File: config.mk
export PLATFORM = sky130hd
export DESIGN_NAME = date_add_days
export DESIGN_NICKNAME = d
export VERILOG_FILES = /design/src/hdl/dad_pkg.sv /design/src/hdl/date_add_days.sv
export SDC_FILE = /design/constraint.sdc
export NUM_CORES = 1
export LEC_CHECK = 0
export CORE_MARGIN = 2
export CORE_UTILIZATION = 50
export DETAILED_ROUTE_END_ITERATION = 10
export DONT_BUFFER_PORTS = 1
export MAX_ROUTING_LAYER = met4
export PLACE_DENSITY = 0.68
export SYNTH_ARGS = -nofsm -noshare
export SYNTH_HDL_FRONTEND = slang
export SYNTH_SLANG_ARGS = --single-unit
File: constraint.sdc
create_clock -name clk -period 5.5 [get_ports clk]
set_clock_uncertainty 0.2 [all_clocks]
set_input_delay 0.55 -clock clk [delete_from_list [all_inputs] [get_ports clk]]
set_output_delay 0.55 -clock clk [all_outputs]
set_load 0.005 [all_outputs]
File: src/hdl/dad_pkg.sv
// ----------------------------------------------------------------------------
// dad_pkg - date add days shared definitions
// Month length table, leap test on the year modulo 400, default widths.
// ----------------------------------------------------------------------------
`default_nettype none

package dad_pkg;

	localparam int COUNT_BITS_DEF = 20;
	localparam int YEAR_BITS_DEF  = 15;

	// 400 Gregorian years hold exactly this many days
	localparam int CYCLE_DAYS  = 146097;
	localparam int CYCLE_YEARS = 400;

	localparam logic [3:0] MONTH_JAN = 4'd1;
	localparam logic [3:0] MONTH_FEB = 4'd2;
	localparam logic [3:0] MONTH_DEC = 4'd12;

	localparam logic [8:0] YMOD_LAST = 9'd399;

	localparam logic [4:0] MONTH_LEN [0:12] = '{
		5'd0, 5'd31, 5'd28, 5'd31, 5'd30, 5'd31, 5'd30,
		5'd31, 5'd31, 5'd30, 5'd31, 5'd30, 5'd31
	};

	// leap test from year mod 400 (year mod 4 equals its low two bits)
	function automatic logic is_leap(input logic [8:0] ymod);
		logic cent;
		cent = (ymod == 9'd100) || (ymod == 9'd200) || (ymod == 9'd300);
		return (ymod == 9'd0) || ((ymod[1:0] == 2'd0) && !cent);
	endfunction

	// days in month; zero for a month code that is not a month
	function automatic logic [4:0] month_days(input logic [3:0] mon, input logic leap);
		logic [4:0] n;
		n = (mon > MONTH_DEC) ? 5'd0 : MONTH_LEN[mon];
		if (mon == MONTH_FEB && leap) begin
			n = n + 5'd1;
		end
		return n;
	endfunction

endpackage

`default_nettype wire

File: src/hdl/date_add_days.sv
// ----------------------------------------------------------------------------
// date_add_days - Gregorian date plus a count of days
// Iterative walk over month boundaries with one shared subtract/compare unit.
// ----------------------------------------------------------------------------
// Steps: load, year mod 400 by restoring subtraction, date check,
//   400-year reduction of the count (only if COUNT_BITS >= 18),
//   then a walk over the months crossed; a bad start date skips to done.
// Requests: one at a time; s_tready is high only while idle, and
//   the result holds in the output register until taken.
// Reset: arst_n asynchronously returns the sequencer to idle, no result valid.
`default_nettype none

module date_add_days #(
	parameter int COUNT_BITS = dad_pkg::COUNT_BITS_DEF,
	parameter int YEAR_BITS  = dad_pkg::YEAR_BITS_DEF
) (
	input  wire logic clk,
	input  wire logic arst_n,
	// request: start_day, start_month, start_year, day_count (lowest bit up)
	input  wire logic [((9 + YEAR_BITS + COUNT_BITS + 7) / 8) * 8 - 1:0] s_tdata,
	input  wire logic s_tvalid,
	output logic      s_tready,
	// result: out_day, out_month, out_year (lowest bit up)
	output logic [31:0] m_tdata,
	// result flag: bad_date
	output logic [0:0]  m_tuser,
	output logic        m_tvalid,
	input  wire logic   m_tready
);

	// shared unit width: wide enough for the year, the count and 146097
	localparam int WMAX = (COUNT_BITS > YEAR_BITS) ? COUNT_BITS : YEAR_BITS;
	localparam int WU   = (WMAX > 18) ? WMAX : 18;

	// restoring-division start shifts: 400 < 2^9, 146097 < 2^18
	localparam int  KY      = YEAR_BITS - 9;
	localparam bit  HAS_DIV = (COUNT_BITS >= 18);
	localparam int  KC      = HAS_DIV ? COUNT_BITS - 18 : 0;
	localparam int  KMAX    = (KY > KC) ? KY : KC;
	localparam int  KW      = $clog2(KMAX + 1);

	localparam int  F_MON  = 5;
	localparam int  F_YEAR = 9;
	localparam int  F_CNT  = 9 + YEAR_BITS;

	typedef enum logic [5:0] {
		ST_IDLE = 6'b000001,
		ST_MOD  = 6'b000010,
		ST_CHK  = 6'b000100,
		ST_DIV  = 6'b001000,
		ST_WALK = 6'b010000,
		ST_DONE = 6'b100000
	} state_t;

	state_t state_q;

	logic [4:0]            day_q;
	logic [3:0]            mon_q;
	logic [15:0]           year_q;   // low bits only; leap test runs on year mod 400
	logic [8:0]            ymod_q;   // year mod 400
	logic [YEAR_BITS-1:0]  rem_q;    // year being reduced mod 400
	logic [COUNT_BITS-1:0] cnt_q;
	logic [KW-1:0]         k_q;
	logic                  bad_q;

	// shared subtract/compare unit
	logic [WU:0] sub_a, sub_b, sub_d;
	logic        sub_ge;

	logic        leap_sel;
	logic [4:0]  mlen;
	logic [4:0]  left;
	logic        start_bad;
	logic [15:0] year_step;

	assign leap_sel = dad_pkg::is_leap((state_q == ST_CHK) ? rem_q[8:0] : ymod_q);
	assign mlen     = dad_pkg::month_days(mon_q, leap_sel);
	assign left     = mlen - day_q;
	assign start_bad = (mon_q == 4'd0) || (mon_q > dad_pkg::MONTH_DEC)
		|| (day_q == 5'd0) || (day_q > mlen);
	assign year_step = 16'(32'(dad_pkg::CYCLE_YEARS) << k_q);

	always_comb begin
		sub_a = '0;
		sub_b = '0;
		unique case (state_q)
			ST_MOD: begin
				sub_a = (WU + 1)'(rem_q);
				sub_b = (WU + 1)'(dad_pkg::CYCLE_YEARS) << k_q;
			end
			ST_DIV: begin
				sub_a = (WU + 1)'(cnt_q);
				sub_b = (WU + 1)'(dad_pkg::CYCLE_DAYS) << k_q;
			end
			ST_WALK: begin
				// past month end when count >= days left + 1
				sub_a = (WU + 1)'(cnt_q);
				sub_b = (WU + 1)'({1'b0, left} + 6'd1);
			end
			default: begin
				sub_a = '0;
				sub_b = '0;
			end
		endcase
	end

	assign sub_d  = sub_a - sub_b;
	assign sub_ge = !sub_d[WU];

	always_ff @(posedge clk or negedge arst_n) begin
		if (!arst_n) begin
			state_q <= ST_IDLE;
			k_q     <= '0;
		end else begin
			unique case (state_q)
				ST_IDLE: begin
					if (s_tvalid) begin
						state_q <= ST_MOD;
						k_q     <= KW'(KY);
					end
				end
				ST_MOD: begin
					if (k_q == '0) begin
						state_q <= ST_CHK;
					end else begin
						k_q <= k_q - 1'b1;
					end
				end
				ST_CHK: begin
					if (start_bad) begin
						state_q <= ST_DONE;
					end else if (HAS_DIV) begin
						state_q <= ST_DIV;
						k_q     <= KW'(KC);
					end else begin
						state_q <= ST_WALK;
					end
				end
				ST_DIV: begin
					if (k_q == '0) begin
						state_q <= ST_WALK;
					end else begin
						k_q <= k_q - 1'b1;
					end
				end
				ST_WALK: begin
					if (!sub_ge) begin
						state_q <= ST_DONE;
					end
				end
				ST_DONE: begin
					if (m_tready) begin
						state_q <= ST_IDLE;
					end
				end
				default: begin
					state_q <= ST_IDLE;
				end
			endcase
		end
	end

	// datapath, no reset needed
	always_ff @(posedge clk) begin
		case (state_q)
			ST_IDLE: begin
				day_q  <= s_tdata[4:0];
				mon_q  <= s_tdata[F_MON +: 4];
				year_q <= 16'(s_tdata[F_YEAR +: YEAR_BITS]);
				rem_q  <= s_tdata[F_YEAR +: YEAR_BITS];
				cnt_q  <= s_tdata[F_CNT +: COUNT_BITS];
			end
			ST_MOD: begin
				if (sub_ge) begin
					rem_q <= sub_d[YEAR_BITS-1:0];
				end
			end
			ST_CHK: begin
				bad_q  <= start_bad;
				ymod_q <= rem_q[8:0];
			end
			ST_DIV: begin
				// whole 400-year cycles: year mod 400 is unchanged
				if (sub_ge) begin
					cnt_q  <= sub_d[COUNT_BITS-1:0];
					year_q <= year_q + year_step;
				end
			end
			ST_WALK: begin
				if (sub_ge) begin
					cnt_q <= sub_d[COUNT_BITS-1:0];
					day_q <= 5'd1;
					if (mon_q == dad_pkg::MONTH_DEC) begin
						mon_q  <= dad_pkg::MONTH_JAN;
						year_q <= year_q + 16'd1;
						ymod_q <= (ymod_q == dad_pkg::YMOD_LAST) ? 9'd0 : ymod_q + 9'd1;
					end else begin
						mon_q <= mon_q + 4'd1;
					end
				end else begin
					// count no greater than the days left in the month: lands inside it
					day_q <= day_q + cnt_q[4:0];
				end
			end
			default: begin
			end
		endcase
	end

	assign s_tready = (state_q == ST_IDLE);
	assign m_tvalid = (state_q == ST_DONE);
	assign m_tdata  = {7'd0, year_q, mon_q, day_q};
	assign m_tuser  = bad_q;

	// ------------------------------------------------------------------------
	// assertions
	// ------------------------------------------------------------------------
	a_one_side: assert property (@(posedge clk) disable iff (!arst_n)
		!(s_tready && m_tvalid))
		else $error("request and result side open together");

	a_busy_after_req: assert property (@(posedge clk) disable iff (!arst_n)
		(s_tvalid && s_tready) |=> !s_tready)
		else $error("new request taken while one is in work");

	a_ymod_range: assert property (@(posedge clk) disable iff (!arst_n)
		(state_q == ST_WALK) |-> (ymod_q <= dad_pkg::YMOD_LAST))
		else $error("year mod 400 out of range");

	a_good_result: assert property (@(posedge clk) disable iff (!arst_n)
		(m_tvalid && !m_tuser[0]) |-> (m_tdata[4:0] != 5'd0 && m_tdata[8:5] != 4'd0
			&& m_tdata[8:5] <= dad_pkg::MONTH_DEC))
		else $error("valid start date gave a result outside the calendar");

endmodule

`default_nettype wire
==> key figures, run 1 <==
Yosys
  – Post-synth top area share: 30.8%
  – Commonest cells in the netlist: 123 x nand2_1, 70 x edfxtp_1, 64 x o21ai_0
  – Number of flops mapped to enable cells by yosys: 70
  – Top cells by area, synth: edfxtp_1 31%, ha_1 10%, nand2_1 6.8%
  – Synthesized instance count: 784
  – Top-count cell post-synth: nand2_1
  – Yosys top cell by area: edfxtp_1
  – Synth cell types: 79
  – Cell area after synthesis: 6820 um^2
  – Dominant synthesized flop cell: edfxtp_1
  – Post-synth ARST share: approximately 11%
  – Sequential-to-total area share from yosys stat: about 34%
  – Syn_area_per_cell: 8.70 um^2
  – FF+latch count, synth: 79
  – Synth warn: 0

Detailed routing
  – WL final: 19800 um
  – DRT Pass-1 Iters: 5
  – Wire per inst: slightly below 20 um
  – 1st-iter DRT viols: 558
  – Via count: 6197
  – Post-route DRC violation count: 0
  – Antenna-violating nets left: 0
  – Routed vias/inst: 6.15

Floorplan
  – Die X: 121 um
  – # rows: 42
  – Starting Density: 51.3%
  – # IOs: 87
  – Die area: 14600 um^2
  – Core region area: 13300 um^2
  – Die height: around 120 um

GRT
  – Largest net degree at the start of global routing: 37
  – GR Overflow Total: 0
  – GRT Resource Usage Total: 27.9%
  – Initial antenna violation count: 0
  – First-pass GRT wire length: 30800 um
  – Vias in the first global route: 6116

Clock tree
  – Clock sinks: 79
  – TritonCTS buffer count: 9
  – Worst-Skew Late Latency: around 360 ps
  – Clock-pin slew on the worst setup and hold paths: roughly 60 ps
  – Root buffer cell: clkbuf_16
  – Max clock buf depth: 2
  – # H-tree levels: 3
  – CTS tree: done

Setup path
  – Worst R2R Start: state_q[5]$_DFFE_PN0P_
  – Flop2flop setup slack: 60 ps
  – R2r worst-path depth: 21
  – Slowest-stage cell, CP: fa_1
  – CP Class: reg2reg
  – Crit-path cells: nor4_4, nand3b_4, nor3_2, o211ai_1, or3_4, mux2i_1, ha_2, fa_1, inv_1, ha_1, a32oi_2, inv_1, fa_2, nor2b_4, o31a_1, o221ai_2, a31o_4, a2111oi_2, nand3b_4, o21ai_2, buf_12
  – Slowest cell delay on critical path: 520 ps
  – Crit path max fanout: 15
  – Crit start category: flop
  – Critical Path AT: 5350 ps
  – Element type at the critical path end: flop
  – Reg-to-reg endpoint: rem_q[6]$_DFFE_PP_
  – Required @ worst endpoint: 5410 ps

Timing
  – Fmax: 0.184 GHz
  – Tightest Pin Transition: 569 ps
  – Final period util: a little over nine tenths
  – Tmin final: 5440 ps
  – Finish-stage setup viols: 0
  – Worst slew margin: 61.7%
  – Final hold vios: 0
  – Setup ws final: roughly 60 ps
  – Slew Limit Fails: 0
  – Unrepaired setup endpoints after global routing: yes

Hold path
  – Worst hold endpoint: state_q[0]$_DFFE_PN1P_
  – Worst Hold Launch: s_tvalid
  – Hold/Removal Path Class: in2reg
  – Worst hold stages: 1

Cells and area
  – Area delta synth->final: 17.3%
  – Multi-input gate area: approximately 4500 um^2
  – Fillers: between 1000 and 1500
  – Final #Nets: 938
  – Post-Layout Cell Count: about 1000
  – # diodes: 0
  – Fin util: 60.2%
  – Layout cells sized above 1: 17.7%
  – Seq. cell area: 2330 um^2

Run
  – Max-cap violations: 0

Power and ir drop
  – Max VDD drop: 0.351 mV
  – LEAKAGE: between 3 and 4 nW
  – Power Density: 685 nW/um^2

Status
  – Status: completed

Place
  – Gp weighted congestion: 1.02
  – Setup WS pre-CTS: -455 ps
  – Hpwl dp: 14900 um
  – Port bufs: 0
  – Placed cells: 979
[final cells by class]
class / count / area share (%)
Sequential cell: 79 / 29.1
Inverter: 31 / 1.45
Clock inverter: 6 / 0.766
Timing Repair Buffer: 64 / 6.69
Multi-Input combinational cell: 641 / 56.4
Clock buffer: 10 / 2.86
Tap cell: 176 / 2.75
[report_power, final]
| group | internal, mW | switching, mW |
|---|---|---|
| Combinational | 1.69 | 2.03 |
| Sequential | 0.991 | 0.181 |
| Clock | 0.349 | 0.247 |
[how the worst max path moves through the flow]
stage / from / to / slack [ps] / depth (start not counted)
after floorplan: state_q[4]$_DFFE_PN0P_ / year_q[0]$_DFFE_PP_ / -10 / 23
after global placement: state_q[4]$_DFFE_PN0P_ / ymod_q[8]$_DFFE_PP_ / -180 / 22
after detailed placement: state_q[4]$_DFFE_PN0P_ / mon_q[0]$_DFFE_PP_ / -460 / 22
after CTS: state_q[5]$_DFFE_PN0P_ / rem_q[6]$_DFFE_PP_ / 4 / 21
after global routing: state_q[5]$_DFFE_PN0P_ / rem_q[6]$_DFFE_PP_ / -200 / 21
final: state_q[5]$_DFFE_PN0P_ / rem_q[6]$_DFFE_PP_ / 60 / 21
[cell usage in the layout, fill, tap and decap left out, drive strengths merged, types with 6 or more instances in the layout]
cell / synthesis / final
a21o: 10 / 10
a21oi: 49 / 49
a22o: 15 / 15
a22oi: 6 / 6
a31oi: 9 / 9
and2: 8 / 8
and3: 8 / 8
buf: 13 / 63
clkbuf: 26 / 10
conb: 1 / 7
dfrtp: 8 / 8
edfxtp: 70 / 70
ha: 57 / 57
inv: 30 / 30
mux2: 13 / 13
nand2: 123 / 123
nand2b: 8 / 8
nand3: 21 / 21
nand3b: 7 / 7
nor2: 60 / 60
nor2b: 10 / 10
nor3: 12 / 12
nor4: 8 / 8
o211ai: 11 / 11
o21a: 12 / 12
o21ai: 66 / 66
o31ai: 12 / 12
xnor2: 28 / 28
xor2: 13 / 13
[cells by family after synthesis]
| logic type | Yosys count | synth area share [%] |
|---|---|---|
| simple gates | 283 | 19.5 |
| compound gates | 232 | 22.3 |
| flops | 79 | 34.1 |
| buf+inv | 70 | 4.46 |
| fa+ha+maj | 60 | 11.3 |
| xor+xnor | 41 | 5.26 |
| mux | 18 | 2.93 |
| other cells | 1 | 0.0550 |
[repair_timing]
item / in CTS / in global routing
endpoints found under the hold margin: 9 / 0
setup endpoints to repair: 84 / 88
gates resized for setup: 11 / 51
hold buffers: 1 / 0
setup buffers: 1 / 9
pin swaps: 5 / 16
gates cloned: 0 / 1
[state kept, by name, summed over array words and instances (netlist names)]
| register | count |
|---|---|
| cnt_q | 20 |
| year_q | 16 |
| rem_q | 15 |
| ymod_q | 9 |
| state_q | 6 |
| day_q | 5 |
| mon_q | 4 |
| k_q | 3 |
| m_tuser | 1 |
[critical path: cells and delay by family, from the launching register on]
family,cells,cell delay (ps)
AO/OA/AOI/OAI,7,1250
buffers and inverters,3,320
multiplexers,1,150
flip-flops,1,410
AND/OR/NAND/NOR,6,1470
adder cells (fa/ha/maj),4,1390
[metrics by stage]
step | instance area [um^2] | total power [mW] | hold slack [ps] | TNS (ps)
global route | 8010 | 5.86 | 74.7 | -11980
global placement | 7320 | 4.11 | 54.7 | -4780
floorplan | 6860 | 3.32 | 54.4 | -214
CTS | 7690 | 4.91 | 66.0 | 0
detailed placement | 7320 | 4.23 | 54.6 | -17710
finish | 8010 | 5.49 | 79.0 | 0
[per-layer routing]
layer / routed length [um] / GRT usage [%] / vias up
met5: 0 / - / -
met4: 901 / 13.2 / 0
met3: 1390 / 7.50 / 56
met2: 9230 / 43.3 / 243
met1: 8250 / 33.8 / 2945
li1: - / - / 2953
(Power assumes the default switching activity.)
==> run 2: changes to the inputs <==
--- a/config.mk
+++ b/config.mk
@@ -12,3 +12,3 @@
 export MAX_ROUTING_LAYER = met4
-export PLACE_DENSITY = 0.68
+export PLACE_DENSITY = 0.77
 export SYNTH_ARGS = -nofsm -noshare
--- a/constraint.sdc
+++ b/constraint.sdc
@@ -4,2 +4,2 @@
 set_output_delay 0.55 -clock clk [all_outputs]
-set_load 0.005 [all_outputs]
+set_load 0.02 [all_outputs]
==> key figures, run 2 (synthesis results as in run 1) <==
Status
  – Status: completed

GRT
  – M1 GR Usage: 33.3% (-0.48 points)
  – GRT Resource Usage Total: 26.4% (-1.5 points)
  – Largest net degree at the start of global routing: 39 (+5.4%)
  – M3 GR Usage: 7.69% (+0.19 points)
  – Vias in the first global route: 5572 (-8.9%)
  – GR Overflow Total: 0 (unchanged)
  – First-pass GRT wire length: 29000 um (-6.0%)
  – GRT busiest layer: met2
  – Initial antenna violation count: 0 (unchanged)
  – Met2 Use GR: 40.7% (-2.6 points)

Cells and area
  – Final #Nets: 930 (-0.85%)
  – Area delta synth->final: 14.8%
  – Fillers: 1164 (+2.8%)
  – # diodes: 0 (unchanged)
  – Top Registers: cnt_q x20, year_q x16, rem_q x15
  – Largest register FFs: 20 (unchanged)
  – Most frequent cells in the layout: 122 x nand2_1, 70 x edfxtp_1, 60 x o21ai_0
  – Layout cells sized above 1: 14.9% (-2.7 points)
  – Most common cell after layout, fill and taps aside: nand2_1
  – Top reg by flops: cnt_q

Detailed routing
  – 1st-iter DRT viols: 549 (-1.6%)
  – Wire per inst: 18.8 um (-3.9%)
  – Post-route DRC violation count: 0 (unchanged)
  – WL final: 18800 um (-4.7%)
  – Via count: 5985 (-3.4%)
  – DRT Pass-1 Iters: 5 (unchanged)
  – Antenna-violating nets left: 0 (unchanged)
  – Routed vias/inst: 5.99 (-2.6%)

Clock tree
  – Root buffer cell: clkbuf_16
  – Worst-Skew Late Latency: 350 ps (about the same)
  – Clock sinks: 79 (unchanged)
  – Clock-pin slew on the worst setup and hold paths: 60 ps (about the same)
  – # H-tree levels: 3 (unchanged)
  – Max clock buf depth: 2 (unchanged)
  – CTS tree: done
  – TritonCTS buffer count: 9 (unchanged)

Power and ir drop
  – Max VDD drop: 0.377 mV (+7.3%)
  – Power share of the clock group: 11.2% (+0.3 points)
  – Sw Share: 45.7% (+0.90 points)
  – Internal power: 2.86 mW (-5.5%)
  – P_sw: 2.41 mW (-2.0%)
  – Combinational share of power: 65.2% (-2.6 points)
  – Sequential power share: 23.6% (+2.2 points)
  – Power Density: 672 nW/um^2 (-1.9%)
  – LEAKAGE: 3.32 nW (-3.0%)

Floorplan
  – # IOs: 87 (unchanged)
  – # rows: 42 (unchanged)
  – Core region area: 13300 um^2 (unchanged)
  – Die area: 14600 um^2 (unchanged)
  – Die height: 121 um (unchanged)
  – Die X: 121 um (unchanged)
  – Starting Density: 51.3% (unchanged)

Setup path
  – Worst R2R Start: state_q[5]$_DFFE_PN0P_
  – CP Class: reg2reg
  – Crit path max fanout: 5 (-10)
  – Critical Path AT: 5300 ps (-50 ps)
  – Reg-to-reg endpoint: ymod_q[8]$_DFFE_PP_
  – Most used cell, CP: nand3b_4
  – Element type at the critical path end: flop
  – Slowest cell delay on critical path: 430 ps (-90 ps)
  – Flop2flop setup slack: 70 ps (about the same)
  – Crit-path cells: nor4_4, nand3b_4, inv_1, nor4_1, or3_4, mux2_4, ha_4, nor2b_4, o21ai_2, a21boi_1, nor2_1, buf_4, xor2_1, a32oi_1, ha_1, o21a_1, o31a_1, o221ai_2, a31o_4, a2111oi_4, nand3b_4, o31ai_4, buf_6
  – Slowest-stage cell, CP: or3_4
  – R2r worst-path depth: 23 (+9.5%)
  – Required @ worst endpoint: 5370 ps (-40 ps)
  – Crit start category: flop

Place
  – Gp weighted congestion: 0.913 (-11%)
  – Hpwl dp: 14000 um (-5.8%)
  – Port bufs: 0 (unchanged)

Timing
  – Finish-stage setup viols: 0 (unchanged)
  – Final period util: 98.7% (-0.22 points)
  – Slew Limit Fails: 0 (unchanged)
  – Fmax: 0.184 GHz (+0.22%)
  – Worst slew margin: 53.5% (-8.1 points)
  – Tightest Pin Transition: 696 ps (+126 ps)
  – Post-Route Setup TNS: 0 ps (unchanged)
  – Unrepaired setup endpoints after global routing: yes
  – Worst hold slack: 53.2 ps (-25.7 ps)
  – Final hold vios: 0 (unchanged)
  – Tmin final: 5430 ps (-12.1 ps)

Run
  – Max-cap violations: 0 (unchanged)

Hold path
  – Hold/Removal Path Class: in2reg
  – Worst hold stages: 1 (unchanged)
  – Worst Hold Launch: s_tvalid
  – Worst hold endpoint: state_q[0]$_DFFE_PN1P_
[run 2: changes by cell type in the layout (fill, tap and decap cells not counted), sizes merged]
cell      change
buf           -9
clkinv        +3
clkinvlp      -3
clkbuf        +1
[run 2: routing by layer]
layer  vias to the layer above  wire [um]
met2                       262       8780
met1                      2760       7770
met3                        32       1820
met5                         -          0
met4                         0        454
li1                       2931          -
[run 2: metrics by stage]
| step | instance area, um^2 | setup WS [ps] | total power [mW] | util, % | instances |
|---|---|---|---|---|---|
| global placement | 7280 | -155 | 4.19 | 54.8 | 974 |
| global route | 7840 | -120 | 5.66 | 58.9 | 999 |
| floorplan | 6860 | -10.5 | 3.41 | - | 790 |
| CTS | 7620 | 6.59 | 4.90 | 57.3 | 994 |
| detailed placement | 7280 | -257 | 4.26 | 54.8 | 974 |
| finish | 7840 | 71.8 | 5.27 | 58.9 | 999 |
[run 2: how the worst max path moves through the flow]
stage	depth (start not counted)	to	from	slack, ps
after floorplan	23	year_q[0]$_DFFE_PP_	state_q[4]$_DFFE_PN0P_	-10
final	23	ymod_q[8]$_DFFE_PP_	state_q[5]$_DFFE_PN0P_	70
after global placement	22	mon_q[2]$_DFFE_PP_	state_q[4]$_DFFE_PN0P_	-150
after CTS	21	rem_q[7]$_DFFE_PP_	state_q[5]$_DFFE_PN0P_	7
after detailed placement	22	mon_q[2]$_DFFE_PP_	state_q[4]$_DFFE_PN0P_	-260
after global routing	23	ymod_q[8]$_DFFE_PP_	state_q[5]$_DFFE_PN0P_	-120
[run 2: timing repair]
item,in CTS,in global routing
resized for setup,5,29
cloned,0,1
endpoints found under the setup margin,73,86
pin swaps,8,7
buffers inserted,3,4
hold endpoints to repair,9,0
hold buffers,1,0
[run 2: critical path: cells and delay by family (launching register included)]
family                     cells  cell delay [ps]
muxes                          1              340
DFF                            1              410
adders and majority gates      2              560
and+or+nand+nor                7             1460
AOI/OAI and AO/OA              9             1580
buffers and inverters          3              450
xor gates and xnor gates       1              140
[run 2: area by class of cell]
class,count,area (um^2),area share (%)
multi-input cells,641,4410,56.2
flip-flops and latches,79,2330,29.7
repair buffers,56,485,6.20
clock buffers,10,229,2.92
well taps,176,220,2.81
inverters,31,116,1.48
clock inverters,6,51.3,0.655
[run 2: power by group through the flow]
| stage | logic, mW | clock network, mW | registers [mW] |
|---|---|---|---|
| floorplan | 2.19 | 0 | 1.22 |
| global placement | 2.95 | 0 | 1.24 |
| detailed placement | 3.01 | 0 | 1.25 |
| CTS | 3.06 | 0.597 | 1.24 |
| global route | 3.76 | 0.622 | 1.28 |
| finish | 3.44 | 0.588 | 1.24 |
==> run 3: changes to the inputs <==
- PLACE_DENSITY: 0.77 -> 0.68
==> key figures, run 3 (synthesis results as in run 1) <==
Status
  – Status: completed

Timing
  – Worst slew margin: 54.3% (+0.80 points)
  – Slew Limit Fails: 0 (unchanged)
  – Finish-stage setup viols: 0 (unchanged)
  – Unrepaired setup endpoints after global routing: yes
  – Final hold vios: 0 (unchanged)
  – Final period util: 98.6% (-0.14 points)
  – Tightest Pin Transition: 678 ps (-17.5 ps)
  – Tmin final: 5420 ps (-7.69 ps)
  – Fmax: 0.184 GHz (+0.14%)

Detailed routing
  – Wire per inst: 19.5 um (+3.4%)
  – Routed vias/inst: 6.04 (+0.89%)
  – WL final: 19700 um (+4.5%)
  – Post-route DRC violation count: 0 (unchanged)
  – Via count: 6105 (+2.0%)
  – Antenna-violating nets left: 0 (unchanged)
  – DRT Pass-1 Iters: 7 (+2)
  – 1st-iter DRT viols: 527 (-4.0%)

Floorplan
  – Die X: 121 um (unchanged)
  – Starting Density: 51.3% (unchanged)
  – # IOs: 87 (unchanged)
  – Die area: 14600 um^2 (unchanged)
  – Die height: 121 um (unchanged)
  – # rows: 42 (unchanged)
  – Core region area: 13300 um^2 (unchanged)

Setup path
  – Crit path max fanout: 5 (unchanged)
  – CP startpoint: state_q[5]$_DFFE_PN0P_
  – CP endpoint: cnt_q[15]$_DFFE_PP_
  – R2r worst-path depth: 21 (-8.7%)
  – Critical Path AT: 5330 ps (+30 ps)
  – Flop2flop setup slack: 80 ps (about the same)
  – Crit start category: flop
  – Required @ worst endpoint: 5410 ps (+40 ps)
  – Worst R2R Start: state_q[5]$_DFFE_PN0P_
  – Reg-to-reg endpoint: cnt_q[15]$_DFFE_PP_
  – Element type at the critical path end: flop
  – CP Class: reg2reg

Clock tree
  – Clock-pin slew on the worst setup and hold paths: 60 ps (about the same)
  – Clock sinks: 79 (unchanged)
  – Max clock buf depth: 2 (unchanged)
  – TritonCTS buffer count: 9 (unchanged)
  – Worst-Skew Late Latency: 360 ps (about the same)
  – # H-tree levels: 3 (unchanged)
  – Root buffer cell: clkbuf_16
  – CTS tree: done

Cells and area
  – Layout cells sized above 1: 18.1% (+3.2 points)
  – Final Cell Area: 8000 um^2 (+2.1%)
  – Post-Layout Cell Count: 1010 (+1.1%)
  – Largest register FFs: 20 (unchanged)
  – Most common cell after layout, fill and taps aside: nand2_1
  – Most frequent cells in the layout: 122 x nand2_1, 70 x edfxtp_1, 59 x o21ai_0, 59 x buf_4, 58 x nor2_1
  – Top Registers: cnt_q x20, year_q x16, rem_q x15
  – Fillers: 1123 (-3.5%)
  – Final #Nets: 943 (+1.4%)
  – Top reg by flops: cnt_q
  – # diodes: 0 (unchanged)
  – Fin util: 60.2% (+1.2 points)
  – Area delta synth->final: 17.2%

GRT
  – Largest net degree at the start of global routing: 38 (-2.6%)
  – GR Overflow Total: 0 (unchanged)
  – First-pass GRT wire length: 31500 um (+8.7%)
  – Vias in the first global route: 6139 (+10%)
  – GRT Resource Usage Total: 28.5% (+2.0 points)
  – Initial antenna violation count: 0 (unchanged)

Power and ir drop
  – Power Density: 685 nW/um^2 (+1.8%)
  – Max VDD drop: 0.291 mV (-23%)
  – LEAKAGE: 3.39 nW (+2.2%)

Place
  – Hpwl dp: 14900 um (+6.6%)
  – Placed cell areas: 7360 um^2 (+1.0%)
  – Placed cells: 984 (+1.0%)
  – Gp weighted congestion: 1.00 (+9.8%)
  – Port bufs: 0 (unchanged)

Hold path
  – Worst hold stages: 1 (unchanged)
  – Hold/Removal Path Class: in2reg

Run
  – Max-cap violations: 0 (unchanged)
[run 3: changes by cell type in the layout (fill, tap and decap cells not counted), sizes merged]
cell | before | now
bufinv | 1 | 0
clkbuf | 11 | 10
clkinvlp | 0 | 2
buf | 54 | 67
clkinv | 6 | 4
[run 3: how the worst min path moves through the flow]
stage,endpoint,startpoint,slack [ps]
finish,state_q[0]$_DFFE_PN1P_,s_tvalid,60
global route,state_q[0]$_DFFE_PN1P_,s_tvalid,60
CTS,state_q[0]$_DFFE_PN1P_,s_tvalid,50
detailed placement,state_q[2]$_DFFE_PN0P_,arst_n,50
global placement,state_q[2]$_DFFE_PN0P_,arst_n,50
floorplan,k_q[0]$_DFFE_PN0P_,arst_n,50
[run 3: metal layers]
| layer | part of all wire, % | wire (um) | vias up | GRT usage [%] |
|---|---|---|---|---|
| met5 | 0 | 0 | - | - |
| li1 | - | - | 2959 | - |
| met1 | 42 | 8310 | 2884 | 35.4 |
| met3 | 7.0 | 1380 | 36 | 6.27 |
| met4 | 2.9 | 577 | 0 | 8.43 |
| met2 | 48 | 9410 | 226 | 46.7 |
[run 3: where the power goes]
part	internal, mW	leakage [nW]	switching (mW)
clock network	0.296	0.118	0.242
registers	0.993	0.770	0.249
logic	1.69	2.50	2.01
[run 3: through the flow]
step                      total power [mW]  hold slack, ps  worst slack (ps)  TNS, ps
after global placement                4.24            54.6              -157    -3810
after global routing                  5.89            61.4             -79.5    -2720
after detailed placement              4.37            54.5              -370   -11730
after floorplan                       3.41            54.4             -10.5     -229
final                                 5.48            56.3              79.5        0
after CTS                             5.01            50.5              10.7        0
[run 3: layout make-up]
| class | instances | area, um^2 | share of cell area [%] |
|---|---|---|---|
| multi-input combinational | 641 | 4490 | 56.1 |
| sequential | 79 | 2330 | 29.1 |
| timing repair buffer | 69 | 594 | 7.43 |
| clock buffer | 9 | 225 | 2.82 |
| tap | 176 | 220 | 2.75 |
| inverter | 31 | 116 | 1.45 |
| clock inverter | 5 | 27.5 | 0.344 |
[run 3: critical path, cell delays in order, from the launching register on]
cell,delay [ps]
dfrtp_1,410
nor4_4,330
nand3b_4,160
nor3_2,120
o211ai_1,110
or3_4,420
mux2i_1,140
ha_2,210
fa_2,560
inv_2,50
ha_4,260
a32oi_2,50
buf_4,160
buf_4,120
ha_1,270
nor2b_2,170
o31a_1,290
o31a_1,300
or2_4,270
o22ai_4,190
xnor2_2,90
mux2_4,260
[run 3: what timing repair did]
| action | in CTS | in global routing |
|---|---|---|
| setup buffers | 4 | 6 |
| hold buffers | 1 | 0 |
| endpoints found under the hold margin | 9 | 0 |
| cloned | 0 | 1 |
| pin swaps | 8 | 14 |
| endpoints found under the setup margin | 80 | 87 |
| resized for setup | 12 | 45 |
